File: config.mk
export PLATFORM = sky130hd
export DESIGN_NAME = ptwc_ram
export DESIGN_NICKNAME = d
export VERILOG_FILES = /design/src/ptwc_ram.sv
export SDC_FILE = /design/constraint.sdc
export NUM_CORES = 1
export LEC_CHECK = 0
export BUFFER_PORTS_ARGS = -buffer_cell sky130_fd_sc_hd__buf_4
export CAP_MARGIN = 30
export CORE_AREA = 4 4 195 273
export DETAILED_ROUTE_END_ITERATION = 10
export DIE_AREA = 0 0 199 277
export SYNTH_ARGS = -nofsm -noshare
export SYNTH_HDL_FRONTEND = slang
export SYNTH_SLANG_ARGS = --single-unit
File: constraint.sdc
create_clock -name i_clk -period 2.45 [get_ports i_clk]
set_clock_uncertainty 0.15 [all_clocks]
set_input_delay 0.735 -clock i_clk [delete_from_list [all_inputs] [get_ports i_clk]]
set_output_delay 0.735 -clock i_clk [all_outputs]
set_load 0.05 [all_outputs]
File: src/ptwc_ram.sv
// ----------------------------------------------------------------------------
// ptwc_ram: simple dual port ram
// One write port and one read port with registered read data.
// ----------------------------------------------------------------------------
module ptwc_ram #(
    parameter int DEPTH = 64,
    parameter int WIDTH = 8
) (
    input  logic                     i_clk,
    input  logic                     i_we,
    input  logic [$clog2(DEPTH)-1:0] i_waddr,
    input  logic [WIDTH-1:0]         i_wdata,
    input  logic [$clog2(DEPTH)-1:0] i_raddr,
    output logic [WIDTH-1:0]         o_rdata
);

    logic [WIDTH-1:0] r_mem [DEPTH];
    logic [WIDTH-1:0] r_q;

    always_ff @(posedge i_clk) begin
        if (i_we) begin
            r_mem[i_waddr] <= i_wdata;
        end
        r_q <= r_mem[i_raddr];
    end

    assign o_rdata = r_q;

endmodule

==> impl_metrics.toml <==
[pwr]
power_density_nw_per_um2 = 762
power.switching_w = 0.00378
ir_drop_mv = 0.500
clkPwrFrac = 0.396
pwr-share-seq = 0.542
combPwrFrac = 0.062
power_leakage_nw = 7.76
power.share.switching = 0.208
internal_power_w = 0.0144

[cts]
htree_levels = 2
clk_pin_slew_ns = 0.07
cts_tree = "yes"
cts_buffers = 45
clock_latency_ns = 0.57
cts_sinks = 520
clockBufferDepth = 3
root_buffer = "clkbuf_16"
postCtsSetupBuffers = 0

[route]
num_vias = 9913
drt_iter0_markers = 746
viasPerCell = 5.44
drc = 0
drt-wirelength-per-cell_um = 25.9
wirelength_um = 47200
dr.pass1.iters = 5
antenna_left = 0

[die]
dieArea_um2 = 55100
core_um2 = 50800
die_w_um = 199
die_y_um = 277
ioPinCount = 30
initial_core_util = 0.397
num_rows = 98

[place]
place_ws_ns = -0.945
placed_area_um2 = 22300
place_congestion = 0.818
port_buffers = 29
dp_hpwl_um = 31100
placed_cells = 1738

[cells_and_area]
final_common_cell = "edfxtp_1"
fillers = 4190
final_nets = 1157
fin_cells = 1823
layout_common_cells = "edfxtp_1 (512), buf_4 (183), mux4_2 (126), nor2_1 (83), clkbuf_16 (47)"
final_area_um2 = 23900
syn2layout_area_growth_pct = 18.4
drive_above_1_share = 0.350

[global_route]
grt_max_degree = 65
gr-usage-all-layers = 0.173
grt_pass1_vias = 10500
grt-ovfl-total = 0
grt_pass1_wl_um = 70000
antenna_found_initial = 0

[logic_synthesis]
synth_top_family_by_area = "multiplexers"
synth_edf_count = 512
synth_compound_area_frac = 0.0207
synth-simple-area-share = 0.0339
async_flop_share = 0
syn_avg_cell_area_um2 = 21.5
yosys.cell_types.count = 40
synth-main-ff-cell = "edfxtp_1"
yosys_warnings = 0
netlist_instances = 940
synth-xor-area-share = 0
ys_ff_latch = 520
synth_mux_area_frac = 0.159
synth_fa_ha_area_frac = 0
synth_seq_area_share = 0.770
netlist_area_um2 = 20200
synth_nets = 962

[job]
drv_cap = 0

[sta]
holdWs_ns = 0.411
fin_crit_sh = 0.974
layout_setup_ws_ns = 0.0648
fmax_mhz = 419
period_minus_slack_ns = 2.39
slew_viol_final = 0
final-setup-viol-count = 0
tightest_slew_ns = 0.780
final-hold-violation-count = 0
maxSlewHeadroom = 0.480
rsz0062_at_grt = "false"
fin_tns_setup_ns = 0

[worst_setup_path]
worstPathCellList = "clkbuf_8, buf_12, mux4_2, mux2_2, o221a_2, nor3_1, o32ai_1"
cp.arrival_ns = 2.66
slowest_stage = "mux4_2"
cp-start-kind = "input port"
endpoint_kind = "register"
crit_type = "in -> reg"
cp_max_fo = 13
crit_required_ns = 2.73
cpPeakStageDelay_ns = 0.52

[outcome]
status = "complete, no violations"

[min_path]
hp-class = "in -> reg"
[timing repair]
item / CTS / global route
pin swaps: 0 / 0
endpoints found under the hold margin: 0 / 0
gates resized for setup: 5 / 2
setup endpoints to repair: 4 / 2
cloned: 0 / 0
hold buffers: 0 / 0
[power groups by stage]
| stage | combinational (W) | clock, W | sequential, W |
|---|---|---|---|
| 3_5_place_dp | 0.00114 | 0 | 0.0101 |
| 6_report | 0.00113 | 0.00720 | 0.00987 |
| 3_3_place_gp | 0.00113 | 0 | 0.0101 |
| 2_1_floorplan | 0.000530 | 0 | 0.0101 |
| 5_1_grt | 0.00121 | 0.00772 | 0.00987 |
| 4_1_cts | 0.00115 | 0.00734 | 0.00987 |
[layout make-up]
cell class	count	area (um2)	area share
multi-input combinational	369	4350	0.182
sequential	520	15500	0.650
clock inverter	20	214	0.00896
antenna	1	2.50	0.000105
tap	650	813	0.0340
timing repair buffer	199	1680	0.0703
clock buffer	64	1290	0.0540
[Yosys cell counts, types with 4 or more instances]
library cell | n | area share
clkbuf_1 | 17 | 0.0032
nor2_1 | 83 | 0.015
dfxtp_1 | 8 | 0.0079
nor2b_1 | 14 | 0.0043
o221ai_1 | 8 | 0.0035
mux2i_1 | 23 | 0.011
o22ai_1 | 8 | 0.0025
a211oi_1 | 4 | 0.0015
mux2_2 | 13 | 0.0073
edfxtp_1 | 512 | 0.76
nand2_1 | 19 | 0.0035
buf_1 | 4 | 0.00074
a221oi_1 | 6 | 0.0026
buf_2 | 11 | 0.0027
mux4_2 | 126 | 0.14
nand2b_1 | 7 | 0.0022
nor3_1 | 7 | 0.0017
nand3_1 | 13 | 0.0032
buf_4 | 13 | 0.0048
buf_6 | 4 | 0.0022
[metrics by stage]
| stage | util | total power, W |
|---|---|---|
| 2_1_floorplan | - | 0.0106 |
| 3_3_place_gp | 0.440 | 0.0112 |
| 3_5_place_dp | 0.440 | 0.0112 |
| 4_1_cts | 0.470 | 0.0184 |
| 5_1_grt | 0.470 | 0.0188 |
| 6_report | 0.471 | 0.0182 |
[layer usage]
metal / share of wire / global-route usage / up-vias
met5: 0 / 0 / -
met1: 0.39 / 0.222 / 5271
met4: 0.032 / 0.0560 / 0
li1: - / - / 4313
met2: 0.53 / 0.303 / 249
met3: 0.044 / 0.0226 / 80
[worst max-delay path, delay by kind of cell]
kind	cells	cell delay [ns]
buffers and inverters	2	0.32
multiplexers	2	0.80
AND/OR/NAND/NOR	1	0.36
AO/OA/AOI/OAI	2	0.43
[worst paths after layout]
check / startpoint / end / slack, ns / cells after the start
worst max-delay path: i_raddr[0] / o_rdata[4]$_DFF_P_ / 0.06 / 7
worst min-delay path: i_wdata[0] / r_mem[22][0]$_DFFE_PP_ / 0.41 / 1
worst max register to register: r_mem[28][4]$_DFFE_PP_ / o_rdata[4]$_DFF_P_ / 0.25 / 5
worst min register to register: r_mem[30][6]$_DFFE_PP_ / o_rdata[6]$_DFF_P_ / 0.71 / 3
[kinds of logic after synthesis]
group,Yosys count
simple gates,153
compound gates,54
buf+inv,51
flops,520
mux,162
[registers in the layout, summed over array words and instances (netlist names)]
signal   flops
r_mem      512
o_rdata      8
Power figures use the tool's default switching activity.
